[src/hw/rtl/assert_macros.svh]
// Assertion macros shared by the blend unit RTL.
// Needs a clk and an active-low rst_n in the scope of each use.
`ifndef ASSERT_MACROS_SVH
`define ASSERT_MACROS_SVH

// property must hold at every clock edge outside reset
`define ASSERT_AT(label, prop, msg) \
  label: assert property (@(posedge clk) disable iff (!rst_n) prop) \
    else $error(msg);

// expression must never be true outside reset
`define ASSERT_NEVER(label, expr, msg) \
  `ASSERT_AT(label, !(expr), msg)

`endif

[src/hw/rtl/tbfb_pkg.sv]
// Shared types, constants and arithmetic helpers for the two-band feather blend unit.
// No dependencies.
package tbfb_pkg;

  localparam int MOSAIC_PIXELS_DEF = 65536;
  localparam int CHANNELS_DEF      = 3;
  localparam int IN_CH             = 3;
  localparam int IDX_W             = 16;
  localparam int PIX_W             = 8;
  localparam int IN_TDATA_W        = 72;
  localparam int OUT_TDATA_W       = 40;
  localparam logic [PIX_W-1:0] FULL_WEIGHT = 8'd255;

  typedef enum logic {
    CMD_BLEND = 1'b0,
    CMD_CLEAR = 1'b1
  } cmd_t;

  typedef struct packed {
    logic accept;
    logic prod_en;
    logic quot_en;
    logic wb_en;
    logic out_load;
    logic clr_step;
  } ctl_cmd_t;

  typedef struct packed {
    logic clr_last;
  } dp_sts_t;

  // floor(x / 255), exact for x <= 255*255
  function automatic logic [PIX_W-1:0] div255(input logic [15:0] x);
    logic [16:0] t;
    t = {1'b0, x} + {9'd0, x[15:8]} + 17'd1;
    return t[15:8];
  endfunction

  // clamp(q + hi - lo) to a byte
  function automatic logic [PIX_W-1:0] detail_clamp(input logic [PIX_W-1:0] q,
                                                    input logic [PIX_W-1:0] hi,
                                                    input logic [PIX_W-1:0] lo);
    logic signed [9:0] v;
    v = signed'({2'b00, q}) + signed'({2'b00, hi}) - signed'({2'b00, lo});
    if (v < 10'sd0) begin
      return '0;
    end else if (v > 10'sd255) begin
      return 8'd255;
    end else begin
      return v[7:0];
    end
  endfunction

endpackage

[src/hw/rtl/tbfb_ctrl.sv]
// Controller: sequences one request at a time, the clear sweep and the result register.
// Depends on tbfb_pkg and assert_macros.svh; drives tbfb_datapath.
`include "assert_macros.svh"

module tbfb_ctrl (
  input  logic               clk,
  input  logic               rst_n,
  input  logic               in_tvalid,
  output logic               in_tready,
  input  tbfb_pkg::cmd_t     in_cmd,
  output logic               out_tvalid,
  input  logic               out_tready,
  output tbfb_pkg::ctl_cmd_t cmd,
  input  tbfb_pkg::dp_sts_t  sts
);

  typedef enum logic [2:0] {
    S_IDLE,
    S_PROD,
    S_QUOT,
    S_WB,
    S_DONE,
    S_CLEAR
  } state_t;

  state_t state_r, state_nxt;
  logic   out_tvalid_r, out_tvalid_nxt;
  logic   emit_r, emit_nxt;
  logic   slot_free;

  assign slot_free  = !out_tvalid_r || out_tready;
  assign in_tready  = (state_r == S_IDLE);
  assign out_tvalid = out_tvalid_r;

  always_comb begin
    cmd       = '0;
    state_nxt = state_r;
    emit_nxt  = emit_r;
    unique case (state_r)
      S_IDLE: begin
        if (in_tvalid) begin
          cmd.accept = 1'b1;
          if (in_cmd == tbfb_pkg::CMD_CLEAR) begin
            state_nxt = S_CLEAR;
            emit_nxt  = 1'b1;
          end else begin
            state_nxt = S_PROD;
          end
        end
      end
      S_PROD: begin
        cmd.prod_en = 1'b1;
        state_nxt   = S_QUOT;
      end
      S_QUOT: begin
        cmd.quot_en = 1'b1;
        state_nxt   = S_WB;
      end
      S_WB: begin
        cmd.wb_en = 1'b1;
        state_nxt = S_DONE;
      end
      S_DONE: begin
        if (slot_free) begin
          cmd.out_load = 1'b1;
          state_nxt    = S_IDLE;
        end
      end
      S_CLEAR: begin
        cmd.clr_step = 1'b1;
        if (sts.clr_last) begin
          state_nxt = emit_r ? S_DONE : S_IDLE;
          emit_nxt  = 1'b0;
        end
      end
      default: begin
        state_nxt = S_IDLE;
      end
    endcase
  end

  always_comb begin
    out_tvalid_nxt = out_tvalid_r;
    if (cmd.out_load) begin
      out_tvalid_nxt = 1'b1;
    end else if (out_tready) begin
      out_tvalid_nxt = 1'b0;
    end
  end

  always_ff @(posedge clk) begin
    if (!rst_n) begin
      state_r      <= S_CLEAR;
      out_tvalid_r <= 1'b0;
      emit_r       <= 1'b0;
    end else begin
      state_r      <= state_nxt;
      out_tvalid_r <= out_tvalid_nxt;
      emit_r       <= emit_nxt;
    end
  end

  `ASSERT_AT(a_load_slot_free, cmd.out_load |-> (!out_tvalid_r || out_tready),
             "result register overwritten before it was taken")
  `ASSERT_AT(a_accept_next, (in_tvalid && in_tready) |=> (state_r == S_PROD || state_r == S_CLEAR),
             "accepted request not started")
  `ASSERT_AT(a_sweep_whole, (state_r == S_CLEAR && !sts.clr_last) |=> (state_r == S_CLEAR),
             "clear sweep left early")

endmodule
[config.mk]
export PLATFORM = sky130hd
export DESIGN_NAME = tbfb_ctrl
export DESIGN_NICKNAME = d
export VERILOG_FILES = /design/src/hw/rtl/tbfb_pkg.sv /design/src/hw/rtl/tbfb_ctrl.sv
export VERILOG_INCLUDE_DIRS = /design/src /design/src/hw/rtl
export SDC_FILE = /design/constraint.sdc
export NUM_CORES = 1
export LEC_CHECK = 0
export BUFFER_PORTS_ARGS = -buffer_cell sky130_fd_sc_hd__buf_2
export CAP_MARGIN = 40
export CORE_AREA = 4 4 41 43
export DETAILED_ROUTE_END_ITERATION = 12
export DIE_AREA = 0 0 45 47
export SETUP_SLACK_MARGIN = 0.5
export SYNTH_ARGS = -nofsm -noshare
export SYNTH_HDL_FRONTEND = slang
export SYNTH_SLANG_ARGS = --single-unit
[constraint.sdc]
create_clock -name clk -period 1.41 [get_ports clk]
set_clock_uncertainty 0.15 [all_clocks]
set_input_delay 0.282 -clock clk [delete_from_list [all_inputs] [get_ports clk]]
set_output_delay 0.282 -clock clk [all_outputs]
set_load 0.03 [all_outputs]
==> results of run 1 <==
==> final cells by class <==
cell class | count | area, um2 | area share
inverter | 2 | 10.01 | 0.01606
clock buffer | 4 | 26.28 | 0.04217
multi-input combinational | 26 | 242.7 | 0.3896
sequential | 5 | 110.1 | 0.1767
tap | 15 | 18.77 | 0.03012
timing repair buffer | 25 | 215.2 | 0.3454
==> per-stage QoR <==
step                      hold WS [ns]  worst slack, ns  cell area [um2]  utilization
after global placement          0.3568         -0.04716            439.2       0.3375
after floorplan                 0.2038         -0.06557            335.3            -
final                           0.1037          -0.1814            623.1       0.4788
after detailed placement        0.3481         -0.06490            439.2       0.3375
after global routing            0.1219          -0.2175            623.1       0.4788
after CTS                      0.09180          -0.1689            581.8       0.4471
==> metal layers <==
metal / vias up / track usage / share of wire
met5: - / 0 / 0
met1: 171 / 0.1281 / 0.40
met2: 12 / 0.1667 / 0.53
met4: 0 / 0.07018 / 0.0079
met3: 2 / 0.03065 / 0.060
li1: 183 / - / -
==> what timing repair did <==
action | in CTS | in global routing
endpoints found under the setup margin | 13 | 13
buffers inserted | 5 | 2
pin swaps | 6 | 2
resized for setup | 26 | 6
==> cell usage in the layout (no fill, tap or decap), drive strengths merged, types with 2 or more instances in the layout <==
cell,netlist,final
dfxtp,5,5
nand3,2,2
buf,3,25
nor3,3,3
nor2b,3,3
inv,2,2
nor3b,2,2
nor2,4,4
clkbuf,0,4
==> how the worst max path moves through the flow <==
| stage | start | end | slack, ns |
|---|---|---|---|
| after global placement | state_r[0] | cmd[1] | -0.05 |
| final | state_r[1] | cmd[4] | -0.18 |
| after detailed placement | state_r[0] | cmd[1] | -0.06 |
| after CTS | state_r[0] | cmd[1] | -0.17 |
| after floorplan | state_r[0] | cmd[5] | -0.07 |
| after global routing | state_r[1] | cmd[4] | -0.22 |
==> where the power goes <==
part | switching [mW] | total [mW] | internal (mW)
clock | 0.0698 | 0.178 | 0.108
combinational | 0.141 | 0.298 | 0.158
sequential | 0.0248 | 0.183 | 0.158
==> cells by family (layout without fill, tap and decap cells) <==
kind of cell | count (synthesis) | after routing
buf+inv | 5 | 31
compound gates | 8 | 8
flops | 5 | 5
simple gates | 18 | 18
==> state kept, by name (all words and copies together), names as in the netlist <==
name	count
emit_r	1
out_tvalid	1
state_r	3
==> worst register-to-register path: stages, from the launching register on <==
cell	delay (ns)
dfxtp_2	0.33
buf_12	0.14
buf_4	0.15
a31o_2	0.21
a21oi_2	0.11
o2111ai_1	0.13
==> results.cfg, run 1 <==
[status]
status = finished, violations left
violations = setup timing

[die]
ios = 14
die_y_um = 47
die_x_um = 45
fp-row-count = 13
initial_core_util = 0.2404
coreArea_um2 = 1301
dieArea_um2 = 2115

[worst_setup_path]
worstPathArrival_ns = 1.16
r2r-start = state_r[2]
reg2reg_setup_slack_ns = 0.07
crit_buf_inv = 2
crit_fanout = 6
crit_path_top_delay_cell = dfxtp_4
cp_top_family = flip-flops
slowest_delay_ns = 0.38
worstSetupPathType = register to output pin
cp_cell_sequence = buf_4 -> nor3b_4 -> buf_6
required_ns = 0.98
worst_r2r_endpoint = state_r[2]
critical_path_depth = 3
crit_path_end_kind = output pin
start_kind = register
rr_worst_depth = 5

[detailed_routing]
final_antenna_net_count = 0
wirelength_um = 1014
wire_per_inst_um = 13.17
drcViolationCount = 0
vias = 368
dr.pass1.iters = 4
drtIter0Drc = 4
via_per_inst = 4.779

[timing]
tns_ns = -0.9339
drv_slew = 0
layout_setup_ws_ns = -0.1814
finalSetupViolations = 7
rsz0062_at_grt = yes
min_period_over_period = 1.129
hold_viol = 0
worst-slew-pin-transition_ns = 0.1952
max-slew-margin-rel = 0.8696
max_freq_ghz = 0.6284
min_period_ns = 1.591

[cells_and_area]
fillers = 127
nNetsFinal = 69
num_antenna_cells = 0
stdcell_count = 77
synthToLayoutAreaGrowth_pct = 99.20
layout-drive-gt1-share = 0.7419

[yosys]
synth-simple-area-share = 0.3720
synth_top_area_cell = dfxtp_1
yosysSeqAreaShare = 0.3200
avgSynthCellArea_um2 = 8.689
yosysTopAreaCellShare = 0.3200
yosysMostFrequentCell = dfxtp_1
synth_seq_cells = 5
synth_top_family_by_area = simple AND/OR/NAND/NOR gates
netlist_instances = 36
ys_top_cells_by_count = 5 x dfxtp_1, 4 x nor2_1
ys_warn_count = 0
synth_nets = 42
ys_top_cells_by_area = dfxtp_1 32%, buf_6 7.2%, nor2_1 4.8%
synth_xor_area_frac = 0
async_flop_share = 0
netlist_area_um2 = 312.8
synth-main-ff-cell = dfxtp_1
synth-compound-area-share = 0.1880
synth_enable_flop_cells = 0
synth_adder_area_share = 0
synth_cell_type_count = 24
synthMuxAreaShare = 0

[power]
ir_worst_vdd_uv = 440.1
power_mw = 0.6586
power_density_nw_per_um2 = 1057
leakagePower_nw = 0.2788

[min_path]
hp-start = rst_n
worstHoldPathCells = 2
holdPathEnd = state_r[0]
min_path_type = primary input to register

[grt]
grt_pass1_vias = 369
grt_overflow_total = 0
grt_start_max_net_pins = 9
antenna_found_initial = 0
grt_pass1_wl_um = 1580
grtUsageTotal = 0.1069

[clocking]
cts_max_level = 1
cts-buffers-inserted = 3
clock-root-buffer = clkbuf_4
cts_hold_buf = 0
tritoncts_num_sinks = 5
clkLatencyLatePin_ns = 0.25
ctsLongestPathBuffers = 2
path_clk_slew_ns = 0.05
tritoncts = done

[placed_design]
port_buffers = 13
gp_congestion = 0.7788
dpl.hpwl_um = 592.1
placed_cells = 66

[job]
cap_viol_max_count = 0
Power figures use the tool's default switching activity.
==> run 2: changes to the inputs <==
--- a/config.mk
+++ b/config.mk
@@ -11,6 +11,7 @@
 export CORE_AREA = 4 4 41 43
 export DETAILED_ROUTE_END_ITERATION = 12
 export DIE_AREA = 0 0 45 47
+export PLACE_DENSITY_LB_ADDON = 0.15
 export SETUP_SLACK_MARGIN = 0.5
 export SYNTH_ARGS = -nofsm -noshare
 export SYNTH_HDL_FRONTEND = slang
==> run 2 against run 1 <==
Compared with the run above:
- the flow still finishes with violations (setup timing)
- register-to-register slack worse by 0.08 ns
- fmax decreased by 1.9%
- core utilization rose by 2.4 points
- routed wire length fell by 5.7%
- sequential cell count stayed put
- global-route usage fell by 0.73 points
- sequential share of layout area down 0.84 points
==> results.cfg, run 2 (synthesis gave the netlist of run 1 again) <==
[status]
status = finished, violations left
violations = setup timing

[worst_setup_path]
startpoint = state_r[1]
worstSetupPathType = register to output pin
worstPathArrival_ns = 1.19
r2r-start = state_r[0]
crit_path_top_delay_cell = dfxtp_4
required_ns = 0.98
start_kind = register
endpoint = cmd[5]
crit_fanout = 4
worst_r2r_endpoint = state_r[2]
crit_path_end_kind = output pin
rr_worst_depth = 5
slowest_delay_ns = 0.35
reg2reg_setup_slack_ns = -0.01
cp_cell_sequence = buf_6 -> nor3_4 -> and2_4 -> buf_6
crit_top_cell = buf_6

[power]
cell_internal_pwr_mw = 0.4252
ir_worst_vdd_uv = 503.7
p_sw_frac = 0.3493
power_density_nw_per_um2 = 998.5
leakagePower_nw = 0.2861
power_frac_clock = 0.260
p_comb_frac = 0.474
p_seq_frac = 0.266
p_switching_mw = 0.2283

[cells_and_area]
mostFrequentLayoutCells = 12 x buf_6, 8 x buf_4, 5 x buf_2, 3 x nor2_1, 3 x clkbuf_4
synthToLayoutAreaGrowth_pct = 109.2
fin_area_um2 = 654.4
multi_input_area_um2 = 271.5
num_antenna_cells = 0
fillers = 134
layout_commonest_cell = buf_6
layout-drive-gt1-share = 0.8065
ff_latch_area_um2 = 110.1
regMostFlops = state_r
largest_reg_flops = 3
nNetsFinal = 69

[clocking]
cts-buffers-inserted = 3
cts_hold_buf = 0
tritoncts_num_sinks = 5
path_clk_slew_ns = 0.04
tritoncts = done
clock-root-buffer = clkbuf_4
ctsLongestPathBuffers = 2
clkLatencyLatePin_ns = 0.24
cts_max_level = 1

[die]
die_x_um = 45
ios = 14
dieArea_um2 = 2115
initial_core_util = 0.2404
fp-row-count = 13
die_y_um = 47
coreArea_um2 = 1301

[placed_design]
place_worst_setup_slack_ns = -0.06657
gp_congestion = 0.6953
placed_area_um2 = 441.7
dpl.hpwl_um = 628.4
port_buffers = 13

[grt]
grt_pass1_wl_um = 1435
met2_usage = 0.1525
use_met1 = 0.1139
top_usage_layer = met2
grt_overflow_total = 0
grtUsageTotal = 0.09960
grt_start_max_net_pins = 7
grt_pass1_vias = 344
antenna_found_initial = 0
grt_util_met3 = 0.02682

[timing]
drv_slew = 0
finalSetupViolations = 8
rsz0062_at_grt = yes
min_period_ns = 1.623
hold_viol = 0
worst-slew-pin-transition_ns = 0.2991
max-slew-margin-rel = 0.7999
min_period_over_period = 1.151
layout_setup_ws_ns = -0.2127
max_freq_ghz = 0.6162

[detailed_routing]
drcViolationCount = 0
vias = 359
via_per_inst = 4.662
dr.pass1.iters = 4
final_antenna_net_count = 0
wirelength_um = 956
drtIter0Drc = 9
wire_per_inst_um = 12.42

[job]
cap_viol_max_count = 0

[min_path]
min_path_type = primary input to register
-- run 2: cell counts in the layout (fill, tap and decap cells not counted) --
Identical to the previous run, type by type.
-- run 2: per-layer routing --
metal / vias up / share of wire
li1: 181 / -
met2: 12 / 0.50
met3: 2 / 0.052
met1: 164 / 0.43
met5: - / 0
met4: 0 / 0.015
-- run 2: how the worst min path moves through the flow --
stage | cells after the start | startpoint | slack [ns] | end
after floorplan | 1 | rst_n | 0.20 | state_r[0]
after global placement | 2 | rst_n | 0.35 | state_r[2]
after detailed placement | 2 | rst_n | 0.35 | state_r[0]
after CTS | 2 | rst_n | 0.1 | state_r[0]
after global routing | 2 | sts | 0.11 | emit_r
final | 2 | rst_n | 0.11 | state_r[2]
-- run 2: area by class of cell --
class	count	share of cell area
multi-input combinational	26	0.4149
timing repair buffer	25	0.3365
sequential	5	0.1683
clock buffer	4	0.04015
tap	15	0.02868
inverter	2	0.01147
-- run 2: critical path, delay by kind of cell, from the launching register on --
kind          cells  cell delay, ns
buf+inv           2            0.24
flops             1            0.35
simple gates      2            0.35
-- run 2: power by group through the flow --
stage / logic [mW] / clock network (mW) / registers (mW)
global placement: 0.212 / 0 / 0.172
detailed placement: 0.209 / 0 / 0.172
finish: 0.310 / 0.170 / 0.174
global route: 0.329 / 0.186 / 0.176
CTS: 0.264 / 0.179 / 0.173
floorplan: 0.149 / 0 / 0.174
-- run 2: stage by stage --
| step | util | instances | power, mW | hold WS [ns] | setup TNS (ns) |
|---|---|---|---|---|---|
| after detailed placement | 0.3394 | 68 | 0.3808 | 0.3473 | -0.08635 |
| after global placement | 0.3394 | 68 | 0.3843 | 0.3549 | -0.09706 |
| after floorplan | - | 36 | 0.3230 | 0.2038 | -0.2046 |
| final | 0.5029 | 77 | 0.6534 | 0.1126 | -0.8984 |
| after CTS | 0.4346 | 75 | 0.6158 | 0.09717 | -0.9978 |
| after global routing | 0.5029 | 77 | 0.6917 | 0.1118 | -1.276 |
-- run 2: repair_timing --
item                                    in CTS  in global routing
pin swaps                                    4                  4
setup buffers                                3                  2
resized for setup                           25                 17
endpoints found under the setup margin      13                 13
==> run 3: changes to the inputs <==
--- a/config.mk
+++ b/config.mk
@@ -6,6 +6,7 @@
 export SDC_FILE = /design/constraint.sdc
 export NUM_CORES = 1
 export LEC_CHECK = 0
+export ABC_AREA = 1
 export BUFFER_PORTS_ARGS = -buffer_cell sky130_fd_sc_hd__buf_2
 export CAP_MARGIN = 40
 export CORE_AREA = 4 4 41 43
==> run 3 against run 2 <==
Compared with the run above:
- the run still ends with setup timing left
- fmax is 9.8% higher
- area after synthesis is 0.80% higher
- core utilization is 0.19 points lower
- critical path depth stayed put
- clock power hardly changed
- highest routed layer is now met3
- via count is 12% higher
- total power is 1.5% lower
- sequential cell count stayed put
- largest cell class unchanged
==> results.cfg, run 3 <==
[worst_setup_path]
worstPathArrival_ns = 1.05
r2r-start = state_r[0]
crit_fanout = 6
required_ns = 0.98
crit_buf_inv = 1
cp_top_family = flip-flops
crit_path_top_delay_cell = dfxtp_4
cp_cell_sequence = nor2_4 -> nand2_4 -> nor2_4 -> buf_6
crit_top_cell = nor2_4
slowest_delay_ns = 0.37
reg2reg_setup_slack_ns = 0.05
worstSetupPathType = register to output pin
crit_path_end_kind = output pin
rr_worst_depth = 8
worst_r2r_endpoint = emit_r
start_kind = register

[min_path]
holdPathEnd = state_r[0]
worstHoldPathCells = 2
hp-start = rst_n
min_path_type = primary input to register

[placed_design]
placed_area_um2 = 449.2
dpl.hpwl_um = 614
place_worst_setup_slack_ns = 0.1010
gp_congestion = 0.7333
port_buffers = 13
placed_cells = 79

[grt]
grt_util_met3 = 0.03448
met2_usage = 0.1921
top_usage_layer = met2
grt_overflow_total = 0
use_met1 = 0.1250
grt_pass1_wl_um = 1635
grt_start_max_net_pins = 7
grtUsageTotal = 0.1090
antenna_found_initial = 0
grt_pass1_vias = 399

[cells_and_area]
mostFrequentLayoutCells = 11 x buf_4, 7 x nor2_4, 7 x buf_6, 6 x nand2_1, 6 x inv_1
fillers = 143
ff_latch_area_um2 = 115.1
nNetsFinal = 85
fin_area_um2 = 651.9
num_antenna_cells = 0
largest_reg_flops = 3
stdcell_count = 93
layout-drive-gt1-share = 0.6795
layout_commonest_cell = buf_4
synthToLayoutAreaGrowth_pct = 106.7
regMostFlops = state_r
multi_input_area_um2 = 250.2
utilization = 0.5010

[clocking]
clock-root-buffer = clkbuf_4
ctsLongestPathBuffers = 2
tritoncts_num_sinks = 5
cts_max_level = 1
path_clk_slew_ns = 0.04
clkLatencyLatePin_ns = 0.25
tritoncts = done
cts-buffers-inserted = 3
cts_hold_buf = 0

[timing]
max-slew-margin-rel = 0.8715
drv_slew = 0
hold_viol = 0
whs_ns = 0.1265
worst-slew-pin-transition_ns = 0.1926
min_period_ns = 1.478
layout_setup_ws_ns = -0.06845
rsz0062_at_grt = yes
tns_ns = -0.2563
min_period_over_period = 1.049
finalSetupViolations = 6
max_freq_ghz = 0.6764

[power]
p_sw_frac = 0.3833
leakagePower_nw = 0.3168
power_mw = 0.6439
power_frac_clock = 0.268
p_comb_frac = 0.438
power_density_nw_per_um2 = 987.8
ir_worst_vdd_uv = 539.9
p_seq_frac = 0.294
p_switching_mw = 0.2468
cell_internal_pwr_mw = 0.3971

[yosys]
synth_cell_type_count = 13
ys_top_cells_by_area = dfxtp_1 32%, inv_1 13%, nor2_1 13%
ys_warn_count = 0
synth_nets = 58
synth-main-ff-cell = dfxtp_1
netlist_area_um2 = 315.3
yosysTopAreaCellShare = 0.3175
synth_seq_cells = 5
netlist_instances = 52
synth_top_area_cell = dfxtp_1
async_flop_share = 0
avgSynthCellArea_um2 = 6.064
ys_top_cells_by_count = 11 x inv_1, 11 x nor2_1, 9 x nand2_1
synth_enable_flop_cells = 0
yosysSeqAreaShare = 0.3175

[die]
coreArea_um2 = 1301
die_x_um = 45
fp-row-count = 13
die_y_um = 47
dieArea_um2 = 2115
ios = 14
initial_core_util = 0.2423

[detailed_routing]
wire_per_inst_um = 10.30
wirelength_um = 958
vias = 401
via_per_inst = 4.312
dr.pass1.iters = 4
final_antenna_net_count = 0
drcViolationCount = 0
drtIter0Drc = 6

[status]
violations = setup timing
status = finished, violations left

[job]
cap_viol_max_count = 0
[run 3: cell count changes in the layout (fill, tap and decap cells not counted), moves of 3 or more]
cell / change
nand3_1: +4
nand2_1: +5
inv_2: +3
buf_6: -5
inv_1: +5
buf_4: +3
nor2_4: +6
[run 3: logic make-up after synthesis]
kind of cell    count (synthesis)  synth area share
buf+inv                        13            0.1667
flops                           5            0.3175
compound gates                  2           0.05160
simple gates                   32            0.4643
[run 3: final cells by class]
type | count | area share
Clock buffer | 4 | 0.04031
Inverter | 12 | 0.08445
Multi-Input combinational cell | 34 | 0.3839
Sequential cell | 5 | 0.1766
Tap cell | 15 | 0.02879
Timing Repair Buffer | 23 | 0.2860
[run 3: routing by layer]
layer,share of wire,routed length [um]
met1,0.38,360
met4,0,0
met3,0.054,52
met5,0,0
met2,0.57,545
[run 3: worst max path at each step]
stage / slack [ns] / from / cells past startpoint / end
after CTS: -0.09 / state_r[0] / 4 / cmd[1]
after detailed placement: 0.10 / state_r[0] / 4 / cmd[5]
final: -0.07 / state_r[0] / 4 / cmd[5]
after global routing: -0.12 / state_r[0] / 4 / cmd[5]
after global placement: 0.11 / state_r[0] / 4 / cmd[5]
after floorplan: 0.21 / state_r[0] / 3 / cmd[5]
[run 3: repair_timing]
item / CTS / global route
setup endpoints to repair: 13 / 13
setup buffers: 8 / 2
endpoints found under the hold margin: 0 / 0
pin swaps: 7 / 7
gates resized for setup: 23 / 8
[run 3: worst register-to-register path: stages, from the launching register on]
cell     delay (ns)
dfxtp_4        0.40
nor2_4         0.06
buf_4          0.12
buf_4          0.12
buf_4          0.13
nand3_4        0.08
nand3_2        0.07
nand2_2        0.08
a21oi_2        0.03
[run 3: power groups by stage]
stage               Combinational (mW)  Clock [mW]  Sequential (mW)
global placement                 0.187           0            0.189
finish                           0.282       0.173            0.189
global route                     0.306       0.186            0.191
floorplan                        0.143           0            0.192
detailed placement               0.185           0            0.190
CTS                              0.265       0.172            0.188
